File: config.mk
export PLATFORM = sky130hd
export DESIGN_NAME = tcw_ctrl_flat
export DESIGN_NICKNAME = d
export VERILOG_FILES = /design/src/design/tcw_pkg.sv /design/src/design/tcw_if.sv /design/src/design/tcw_ctrl.sv /design/src/flat_wrapper.sv
export VERILOG_INCLUDE_DIRS = /design/src /design/src/design
export SDC_FILE = /design/constraint.sdc
export NUM_CORES = 1
export LEC_CHECK = 0
export ABC_AREA = 0
export BUFFER_PORTS_ARGS = -buffer_cell sky130_fd_sc_hd__buf_4
export CAP_MARGIN = 20
export CORE_ASPECT_RATIO = 0.7
export CORE_MARGIN = 3
export CORE_UTILIZATION = 40
export CTS_BUF_LIST = sky130_fd_sc_hd__clkbuf_4 sky130_fd_sc_hd__clkbuf_8 sky130_fd_sc_hd__clkbuf_16
export DETAILED_ROUTE_END_ITERATION = 16
export GPL_TIMING_DRIVEN = 0
export SLEW_MARGIN = 25
export SYNTH_ARGS = -nofsm -noshare
export SYNTH_HDL_FRONTEND = slang
export SYNTH_SLANG_ARGS = --single-unit
File: constraint.sdc
create_clock -name clk_i -period 5.25 [get_ports clk_i]
set_input_delay 0.2625 -clock clk_i [delete_from_list [all_inputs] [get_ports clk_i]]
set_output_delay 0.2625 -clock clk_i [all_outputs]
set_load 0.01 [all_outputs]
File: src/design/text_console_writer_defines.svh
// Assertion macros for the text console writer.
// Used by the control module; expects clk_i and rst_ni in the including scope.
`ifndef TEXT_CONSOLE_WRITER_DEFINES_SVH
`define TEXT_CONSOLE_WRITER_DEFINES_SVH

// The property holds at every clock edge outside of reset.
`define TCW_ASSERT(name, prop, msg) \
  name: assert property (@(posedge clk_i) disable iff (!rst_ni) (prop)) else $error(msg);

// The consequent holds in the cycle after the antecedent.
`define TCW_ASSERT_NEXT(name, ante, cons, msg) \
  name: assert property (@(posedge clk_i) disable iff (!rst_ni) (ante) |=> (cons)) \
    else $error(msg);

`endif

File: src/design/tcw_pkg.sv
// Shared constants, codes and types of the text console writer.
// No dependencies; all design files but the macro header import it.
package tcw_pkg;

  // Screen geometry.
  localparam int COLUMNS    = 80;
  localparam int ROWS       = 25;
  localparam int CELL_COUNT = COLUMNS * ROWS;
  localparam int MOVE_COUNT = CELL_COUNT - COLUMNS;

  // Field widths of the request and result channels.
  localparam int OP_W   = 2;
  localparam int CHAR_W = 8;
  localparam int ATTR_W = 8;
  localparam int COL_W  = 7;
  localparam int ROW_W  = 5;
  localparam int POS_W  = 11;
  localparam int CELL_W = 16;

  // Internal widths: the column may sit one past the last column.
  localparam int ADDR_W = $clog2(CELL_COUNT);
  localparam int COLQ_W = $clog2(COLUMNS + 1);
  localparam int ROWQ_W = $clog2(ROWS);

  // Character codes.
  localparam logic [CHAR_W-1:0] CODE_NEWLINE = 8'h0A;
  localparam logic [CHAR_W-1:0] CODE_RETURN  = 8'h0D;
  localparam logic [CHAR_W-1:0] CODE_SPACE   = 8'h20;
  localparam logic [ATTR_W-1:0] RESET_ATTR   = 8'h07;

  typedef enum logic [OP_W-1:0] {
    OP_PUT   = 2'd0,
    OP_SET   = 2'd1,
    OP_CLEAR = 2'd2,
    OP_READ  = 2'd3
  } tcw_op_e;

  typedef struct packed {
    tcw_op_e             operation;
    logic [CHAR_W-1:0]   char_code;
    logic [COL_W-1:0]    cursor_column;
    logic [ROW_W-1:0]    cursor_row;
    logic [POS_W-1:0]    cell_index;
  } tcw_cmd_t;

  typedef struct packed {
    logic              we;
    logic [ADDR_W-1:0] waddr;
    logic [CELL_W-1:0] wdata;
    logic              re;
    logic [ADDR_W-1:0] raddr;
  } tcw_mem_req_t;

  typedef struct packed {
    logic [POS_W-1:0]  cursor_position;
    logic [CELL_W-1:0] cell_data;
  } tcw_result_t;

endpackage

File: src/design/tcw_if.sv
// Request and result channel interfaces of the text console writer.
// Depends on tcw_pkg for the field widths.
interface tcw_cmd_if import tcw_pkg::*; ();
  logic              valid;
  logic              ready;
  logic [OP_W-1:0]   operation;
  logic [CHAR_W-1:0] char_code;
  logic [COL_W-1:0]  cursor_column;
  logic [ROW_W-1:0]  cursor_row;
  logic [POS_W-1:0]  cell_index;

  modport source (output valid, operation, char_code, cursor_column, cursor_row, cell_index,
                  input ready);
  modport sink   (input valid, operation, char_code, cursor_column, cursor_row, cell_index,
                  output ready);
endinterface


File: src/design/tcw_ctrl.sv
// Console sequencer: cursor state, request decode, scroll and fill sweeps, and cell reads.
// Depends on tcw_pkg, the request channel interface and the assertion macros.
`include "text_console_writer_defines.svh"

module tcw_ctrl import tcw_pkg::*; (
  input  logic              clk_i,
  input  logic              rst_ni,
  tcw_cmd_if.sink           cmd_i,
  input  logic [ATTR_W-1:0] attr_i,
  output tcw_mem_req_t      mem_o,
  input  logic [CELL_W-1:0] rd_data_i,
  output logic              res_valid_o,
  output tcw_result_t       res_o,
  input  logic              res_ready_i
);

  typedef enum logic [2:0] {
    ST_IDLE,
    ST_EXEC,
    ST_SCROLL,
    ST_FILL,
    ST_READ,
    ST_RESP
  } state_e;

  state_e            state_q, state_d;
  state_e            after_q, after_d;
  logic [ADDR_W-1:0] cnt_q, cnt_d;
  logic [CELL_W-1:0] fill_val_q, fill_val_d;
  logic [COLQ_W-1:0] col_q, col_d;
  logic [ROWQ_W-1:0] row_q, row_d;
  logic [POS_W-1:0]  curs_q, curs_d;
  logic [CELL_W-1:0] data_q, data_d;
  tcw_cmd_t          cmd_q, cmd_d;
  tcw_cmd_t          cmd_in;
  tcw_mem_req_t      mem_req;
  logic              cmd_ready;
  logic              accept;

  // Linear position of a row and column, kept to the cursor register width.
  function automatic logic [POS_W-1:0] lin_pos(input logic [ROWQ_W:0] r,
                                               input logic [COLQ_W-1:0] c);
    logic [31:0] p;
    p = 32'(r) * 32'(COLUMNS) + 32'(c);
    return p[POS_W-1:0];
  endfunction

  // A new request is taken when idle, or while the previous result is handed off.
  assign cmd_ready   = (state_q == ST_IDLE) || ((state_q == ST_RESP) && res_ready_i);
  assign cmd_i.ready = cmd_ready;
  assign accept      = cmd_i.valid && cmd_ready;

  assign cmd_in.operation     = tcw_op_e'(cmd_i.operation);
  assign cmd_in.char_code     = cmd_i.char_code;
  assign cmd_in.cursor_column = cmd_i.cursor_column;
  assign cmd_in.cursor_row    = cmd_i.cursor_row;
  assign cmd_in.cell_index    = cmd_i.cell_index;

  // Next-state logic and memory request.
  always_comb begin
    logic [ROWQ_W:0]   r;
    logic [ROWQ_W:0]   r2;
    logic [COLQ_W-1:0] c;
    logic [COLQ_W-1:0] c2;
    logic [POS_W-1:0]  pos;
    logic [COLQ_W-1:0] set_c;
    logic [ROWQ_W-1:0] set_r;

    state_d    = state_q;
    after_d    = after_q;
    cnt_d      = cnt_q;
    fill_val_d = fill_val_q;
    col_d      = col_q;
    row_d      = row_q;
    curs_d     = curs_q;
    data_d     = data_q;
    cmd_d      = cmd_q;
    mem_req    = '0;
    r          = '0;
    r2         = '0;
    c          = '0;
    c2         = '0;
    pos        = '0;
    set_c      = '0;
    set_r      = '0;

    unique case (state_q)
      ST_IDLE: begin
        if (accept) begin
          cmd_d   = cmd_in;
          state_d = ST_EXEC;
        end
      end

      ST_EXEC: begin
        unique case (cmd_q.operation)
          OP_PUT: begin
            data_d = '0;
            if ((col_q >= COLQ_W'(COLUMNS)) && (row_q == ROWQ_W'(ROWS - 1))) begin
              // Wrap off the bottom row: scroll first, then handle the character.
              col_d   = '0;
              cnt_d   = '0;
              after_d = ST_EXEC;
              state_d = ST_SCROLL;
            end else begin
              if (col_q >= COLQ_W'(COLUMNS)) begin
                r = {1'b0, row_q} + (ROWQ_W + 1)'(1);
                c = '0;
              end else begin
                r = {1'b0, row_q};
                c = col_q;
              end
              r2 = r;
              c2 = c;
              priority if (cmd_q.char_code == CODE_NEWLINE) begin
                c2 = '0;
                r2 = r + (ROWQ_W + 1)'(1);
              end else if (cmd_q.char_code == CODE_RETURN) begin
                c2 = '0;
              end else if (cmd_q.char_code >= CODE_SPACE) begin
                pos           = lin_pos(r, c);
                mem_req.we    = 1'b1;
                mem_req.waddr = ADDR_W'(pos);
                mem_req.wdata = {attr_i, cmd_q.char_code};
                c2            = c + COLQ_W'(1);
              end else begin
                c2 = c;
              end
              // The cursor register sees the position before the final scroll.
              curs_d = lin_pos(r2, c2);
              if (r2 == (ROWQ_W + 1)'(ROWS)) begin
                row_d   = ROWQ_W'(ROWS - 1);
                col_d   = '0;
                cnt_d   = '0;
                after_d = ST_RESP;
                state_d = ST_SCROLL;
              end else begin
                row_d   = r2[ROWQ_W-1:0];
                col_d   = c2;
                state_d = ST_RESP;
              end
            end
          end

          OP_SET: begin
            if (32'(cmd_q.cursor_column) >= COLUMNS) begin
              set_c = COLQ_W'(COLUMNS - 1);
            end else begin
              set_c = COLQ_W'(cmd_q.cursor_column);
            end
            if (32'(cmd_q.cursor_row) >= ROWS) begin
              set_r = ROWQ_W'(ROWS - 1);
            end else begin
              set_r = ROWQ_W'(cmd_q.cursor_row);
            end
            col_d   = set_c;
            row_d   = set_r;
            curs_d  = lin_pos({1'b0, set_r}, set_c);
            data_d  = '0;
            state_d = ST_RESP;
          end

          OP_CLEAR: begin
            col_d      = '0;
            row_d      = '0;
            data_d     = '0;
            cnt_d      = '0;
            fill_val_d = {attr_i, CODE_SPACE};
            after_d    = ST_RESP;
            state_d    = ST_FILL;
          end

          OP_READ: begin
            mem_req.re    = 1'b1;
            mem_req.raddr = ADDR_W'(cmd_q.cell_index);
            state_d       = ST_READ;
          end

          default: state_d = ST_RESP;
        endcase
      end

      // Move every row up by one: read ahead one row, write in the following cycle.
      ST_SCROLL: begin
        if (cnt_q < ADDR_W'(MOVE_COUNT)) begin
          mem_req.re    = 1'b1;
          mem_req.raddr = cnt_q + ADDR_W'(COLUMNS);
        end
        if (cnt_q != '0) begin
          mem_req.we    = 1'b1;
          mem_req.waddr = cnt_q - ADDR_W'(1);
          mem_req.wdata = rd_data_i;
        end
        if (cnt_q == ADDR_W'(MOVE_COUNT)) begin
          fill_val_d = {attr_i, CODE_SPACE};
          state_d    = ST_FILL;
        end else begin
          cnt_d = cnt_q + ADDR_W'(1);
        end
      end

      // Write the fill value from the counter up to the last cell.
      ST_FILL: begin
        mem_req.we    = 1'b1;
        mem_req.waddr = cnt_q;
        mem_req.wdata = fill_val_q;
        if (cnt_q == ADDR_W'(CELL_COUNT - 1)) begin
          state_d = after_q;
        end else begin
          cnt_d = cnt_q + ADDR_W'(1);
        end
      end

      ST_READ: begin
        if (cmd_q.cell_index < POS_W'(CELL_COUNT)) begin
          data_d = rd_data_i;
        end else begin
          data_d = '0;
        end
        state_d = ST_RESP;
      end

      ST_RESP: begin
        if (res_ready_i) begin
          if (accept) begin
            cmd_d   = cmd_in;
            state_d = ST_EXEC;
          end else begin
            state_d = ST_IDLE;
          end
        end
      end

      default: state_d = ST_IDLE;
    endcase
  end

  // State registers; reset starts the blanking pass over the whole screen.
  always_ff @(posedge clk_i or negedge rst_ni) begin
    if (!rst_ni) begin
      state_q    <= ST_FILL;
      after_q    <= ST_IDLE;
      cnt_q      <= '0;
      fill_val_q <= {RESET_ATTR, CODE_SPACE};
      col_q      <= '0;
      row_q      <= '0;
      curs_q     <= '0;
    end else begin
      state_q    <= state_d;
      after_q    <= after_d;
      cnt_q      <= cnt_d;
      fill_val_q <= fill_val_d;
      col_q      <= col_d;
      row_q      <= row_d;
      curs_q     <= curs_d;
    end
  end

  // Request and result payload.
  always_ff @(posedge clk_i) begin
    cmd_q  <= cmd_d;
    data_q <= data_d;
  end

  assign mem_o                 = mem_req;
  assign res_valid_o           = (state_q == ST_RESP);
  assign res_o.cursor_position = curs_q;
  assign res_o.cell_data       = data_q;

  `TCW_ASSERT(a_pos_in_range, (state_q == ST_IDLE) |-> ((row_q < ROWQ_W'(ROWS)) && (col_q <= COLQ_W'(COLUMNS))), "cursor position out of range while idle")
  `TCW_ASSERT(a_waddr_in_range, mem_req.we |-> (mem_req.waddr < ADDR_W'(CELL_COUNT)), "cell write outside the screen")
  `TCW_ASSERT(a_no_same_cell, (mem_req.we && mem_req.re) |-> (mem_req.waddr != mem_req.raddr), "read and write of the same cell in one cycle")
  `TCW_ASSERT_NEXT(a_accept_exec, cmd_i.valid && cmd_ready, state_q == ST_EXEC, "accepted request not executed")

endmodule

File: src/flat_wrapper.sv
// flat-port wrapper written by rule: the top's interface ports become plain ports
module tcw_ctrl_flat import tcw_pkg::*;
  (clk_i, rst_ni, attr_i, mem_o, rd_data_i, res_valid_o, res_o, res_ready_i, cmd_i_valid, cmd_i_operation, cmd_i_char_code, cmd_i_cursor_column, cmd_i_cursor_row, cmd_i_cell_index, cmd_i_ready);
  tcw_cmd_if cmd_i_i ();
  input  logic clk_i;
  input  logic rst_ni;
  input  logic [ATTR_W-1:0] attr_i;
  output tcw_mem_req_t mem_o;
  input  logic [CELL_W-1:0] rd_data_i;
  output logic res_valid_o;
  output tcw_result_t res_o;
  input  logic res_ready_i;
  input wire logic [$bits(cmd_i_i.valid)-1:0] cmd_i_valid;
  input wire logic [$bits(cmd_i_i.operation)-1:0] cmd_i_operation;
  input wire logic [$bits(cmd_i_i.char_code)-1:0] cmd_i_char_code;
  input wire logic [$bits(cmd_i_i.cursor_column)-1:0] cmd_i_cursor_column;
  input wire logic [$bits(cmd_i_i.cursor_row)-1:0] cmd_i_cursor_row;
  input wire logic [$bits(cmd_i_i.cell_index)-1:0] cmd_i_cell_index;
  output wire logic [$bits(cmd_i_i.ready)-1:0] cmd_i_ready;
  assign cmd_i_i.valid = cmd_i_valid;
  assign cmd_i_i.operation = cmd_i_operation;
  assign cmd_i_i.char_code = cmd_i_char_code;
  assign cmd_i_i.cursor_column = cmd_i_cursor_column;
  assign cmd_i_i.cursor_row = cmd_i_cursor_row;
  assign cmd_i_i.cell_index = cmd_i_cell_index;
  assign cmd_i_ready = cmd_i_i.ready;
  tcw_ctrl u_core (.clk_i(clk_i), .rst_ni(rst_ni), .cmd_i(cmd_i_i), .attr_i(attr_i), .mem_o(mem_o), .rd_data_i(rd_data_i), .res_valid_o(res_valid_o), .res_o(res_o), .res_ready_i(res_ready_i));
endmodule
==> impl_summary.txt <==
----------------------------------------------------
[Layout]
  NumNets Final ... just over 900
  Footprint of the multi-input gates ... about 0.0035 sq mm
  Count of inserted antenna diode cells ... 0
  Sequential standard cell area ... roughly 0.0027 sq mm
  Layout fillers ... between 1000 and 1500
  Fraction of layout cells with a size suffix above 1 ... between 20% and 30%
  Area overhead of the layout relative to synthesis ... 24.42%

[Worst hold path]
  Source of the worst hold timing path ... cmd_i_operation[0]
  Worst hold path class ... in2reg
  Worst hold path stage count ... 1
  Capture endpoint of the worst hold path ... u_core.cmd_q[31]

[Yosys]
  Cells after Synth ... around 660
  Average cell area after synthesis ... between 9 and 10 sq um
  Number of distinct library cells after synthesis ... 72
  Sequential cell area fraction in the yosys report ... 41.35%
  Post-synth top cells ... sky130_fd_sc_hd__nand2_1, sky130_fd_sc_hd__edfxtp_1, sky130_fd_sc_hd__nor2_1
  Dominant cell type by area after synthesis ... sky130_fd_sc_hd__edfxtp_1
  Main area contributors after synthesis ... sky130_fd_sc_hd__edfxtp_1, sky130_fd_sc_hd__dfrtp_1, sky130_fd_sc_hd__ha_1
  Async set-or-reset flop fraction in the synthesized netlist ... between 40% and 50%
  Post-synthesis instance area ... approximately 0.0064 sq mm
  Total of flip-flops plus latches after synthesis ... between 90 and 100
  Syn. warnings ... 0
  Predominant post-synthesis flop cell ... sky130_fd_sc_hd__edfxtp_1
  Count leader, synth ... sky130_fd_sc_hd__nand2_1
  Post-synth EDFFs ... 49
  Synthesized Nets ... a little under 800
  Yosys top cell area share ... 22.92%

[Setup path]
  Largest stage delay, worst path ... ~470 ps
  Max Fanout on Critical Path ... 7
  Reg2reg start ... u_core.row_q[0]
  Worst R2R Path Depth ... 19
  Startpoint class of the critical path ... flop
  Required time at the worst-slack endpoint ... around 5500 ps
  Crit path max-delay cell type ... sky130_fd_sc_hd__dfrtp_1
  Count of buffer and inverter cells on the critical path ... 4
  Endpoint kind of the worst setup timing path ... flop
  Data arrival time of the critical path ... around 5000 ps
  Kind of critical path ... reg2reg
  Worst-path cell chain ... inv_1 > ha_1 > a21oi_1 > inv_1 > ha_1 > nor4b_2 > a21o_1 > inv_1 > ha_1 > ha_1 > inv_1 > fa_1 > xnor2_1 > o2111ai_1 > xor2_1 > xnor2_1 > xnor2_1 > mux2i_1 > o21ai_1
  Endpoint of the most critical register-to-register path ... u_core.curs_q[10]
  Setup slack of the most critical reg-to-reg path ... 510 ps
  Largest delay contributor family on the critical path ... adder cells

[Timing]
  Final worst path period need ... about 4700 ps
  Unrepaired setup endpoints after global routing ... false
  Number of setup violations in the final report ... 0
  Maximum clock frequency ... between 200 and 250 MHz
  Max Slew Vio Count ... 0
  Post-route fraction of the period consumed by the critical path ... 90.37%
  Headroom to the max-slew limit ... between 40% and 50%
  Layout Skew ... between 7 and 8 ps
  Fin Setup TNS ... 0 ps
  Least-Margin Pin Slew ... 852.6 ps
  Fin. Hold Viols ... 0

[Power and ir drop]
  Overall power consumption ... approximately 4.9 mW
  Portion of total power attributed to combinational logic ... about three fifths
  Largest voltage drop on the vdd net ... 314.0 uV
  Proportion of power drawn by flip-flops and latches ... between 20% and 30%
  Net switching power ... about 2.2 mW
  Sw frac ... between 40% and 50%
  Part of the total power dissipated in the clock network ... between 10% and 20%
  Internal cell power ... 2.757 mW
  Power per Cell Area ... about 600 mW/mm^2
  Leakage dissipation ... 3.426 nW

[Global routing]
  Overall Global Routing Usage ... approximately 22%
  Overflow after GRT ... 0
  Largest net degree at the start of global routing ... 48
  Via count of the first global-routing pass ... 5591
  Wire length of the first global-routing pass ... about 30000 um
  Antenna violations before repair ... 0

[Clocking]
  CTS-repair resized insts ... 0
  Clk buf depth ... 2
  Worst-skew pair later-pin latency ... around 360 ps
  Cell at the root of the clock tree ... sky130_fd_sc_hd__clkbuf_16
  Hold_buf cts ... 1
  Total CTS buffers ... 9
  Max H-tree Level ... 3
  TritonCTS clock tree ... built
  Clock sink count ... 96
  Setup fix buffers added after clock tree synthesis ... 0
  Clk slew on worst S/H paths ... roughly 70 ps

[Floorplan]
  I/O Pins ... 130
  Starting density of the core ... 41.16%
  Core box area ... around 0.016 sq mm
  Height of the die ... 112.0 um
  Overall die area ... 0.01763 sq mm
  Die span in x ... about 160 um
  Floorplan row count ... 38

[Detailed routing]
  WL per Instance ... ~19 um
  Drt drc ... 0
  Final routed wirelength across all metal layers ... around 19000 um
  1st-iter DRT viols ... 613
  Post-DRT Antenna Nets ... 0
  Average via count per standard cell ... ~5.6
  First-pass DRT Iterations ... 6
  Detailed-route via count ... approximately 5600

[Placement]
  Half-perimeter wire length of the detailed placement result ... 14910 um
  Routability cong. ... between 0.9 and 1
  Count of buffers from port buffering ... between 100 and 150

[Status]
  Result of the run ... finished clean

[Job]
  Max-cap violations ... 0

----------------------------------------------------
-- sequential cells by signal, summed over array words and instances (netlist names) --
signal,count
u_core.cmd_q,33
u_core.data_q,16
u_core.cnt_q,11
u_core.curs_q,11
u_core.fill_val_q,8
u_core.col_q,7
u_core.row_q,5
u_core.state_q,3
u_core.after_q,2
-- how the worst max path moves through the flow --
stage / startpoint / end / slack [ps] / depth (start not counted)
final: u_core.row_q[0] / u_core.curs_q[10] / 510 / 19
after global routing: u_core.row_q[0] / u_core.curs_q[10] / 210 / 19
after CTS: u_core.row_q[0] / u_core.curs_q[10] / 520 / 19
after detailed placement: u_core.row_q[0] / u_core.curs_q[10] / 550 / 19
after global placement: u_core.row_q[0] / u_core.curs_q[10] / 610 / 19
after floorplan: u_core.col_q[4] / u_core.curs_q[10] / 1230 / 20
-- metal layers --
layer	track usage (%)	routed length [um]	vias up
met2	30.94	7838	196
met5	0	0	-
met1	32.96	9554	2749
li1	-	-	2688
met4	4.335	166	0
met3	5.517	1291	14
-- power by group through the flow --
stage / logic, mW / clock network, mW / registers [mW]
after global placement: 2.84 / 0 / 1.30
after global routing: 3.29 / 0.738 / 1.32
after floorplan: 1.96 / 0 / 1.31
after detailed placement: 2.92 / 0 / 1.30
after CTS: 2.95 / 0.711 / 1.29
final: 2.96 / 0.690 / 1.29
-- layout make-up --
| cell class | count | share of cell area (%) |
|---|---|---|
| Timing Repair Buffer | 131 | 12.60 |
| Clock buffer | 11 | 3.008 |
| Tap cell | 200 | 3.133 |
| Sequential cell | 96 | 33.23 |
| Inverter | 42 | 1.974 |
| Clock inverter | 5 | 0.8303 |
| Buffer | 31 | 1.535 |
| Multi-Input combinational cell | 495 | 43.69 |
-- stage by stage --
| step | util, % | hold slack (ps) | instance area, sq um | worst slack (ps) | cells |
|---|---|---|---|---|---|
| 5_1_grt | 51.21 | 64.94 | 7986 | 209.7 | 1011 |
| 3_3_place_gp | 48.97 | 334.1 | 7637 | 607.9 | 993 |
| 4_1_cts | 51.19 | 66.85 | 7983 | 519.3 | 1011 |
| 6_report | 51.21 | 78.02 | 7986 | 505.8 | 1011 |
| 3_5_place_dp | 49.16 | 343.8 | 7666 | 554.5 | 994 |
| 2_1_floorplan | - | -33.09 | 6419 | 1233 | 664 |
-- layout by cell type (no fill, tap or decap), types with 16 or more instances in the layout --
cell	synthesis	final
sky130_fd_sc_hd__buf_4	1	130
sky130_fd_sc_hd__nand2_1	58	58
sky130_fd_sc_hd__edfxtp_1	49	49
sky130_fd_sc_hd__nor2_1	47	47
sky130_fd_sc_hd__o21ai_0	46	46
sky130_fd_sc_hd__ha_1	43	43
sky130_fd_sc_hd__dfrtp_1	42	42
sky130_fd_sc_hd__inv_1	41	41
sky130_fd_sc_hd__a21oi_1	33	32
sky130_fd_sc_hd__clkbuf_1	26	26
sky130_fd_sc_hd__and2_1	26	25
sky130_fd_sc_hd__xnor2_1	21	21
sky130_fd_sc_hd__nand3_1	16	16
-- cell families after synthesis --
logic type / synth area share (%)
buffers and inverters: 4.366
AO/OA/AOI/OAI: 18.85
AND/OR/NAND/NOR: 17.64
XOR/XNOR: 5.653
multiplexers: 1.891
flip-flops: 41.35
adder cells (fa/ha/maj): 10.25
No activity file was read; power rests on OpenSTA's default activity.
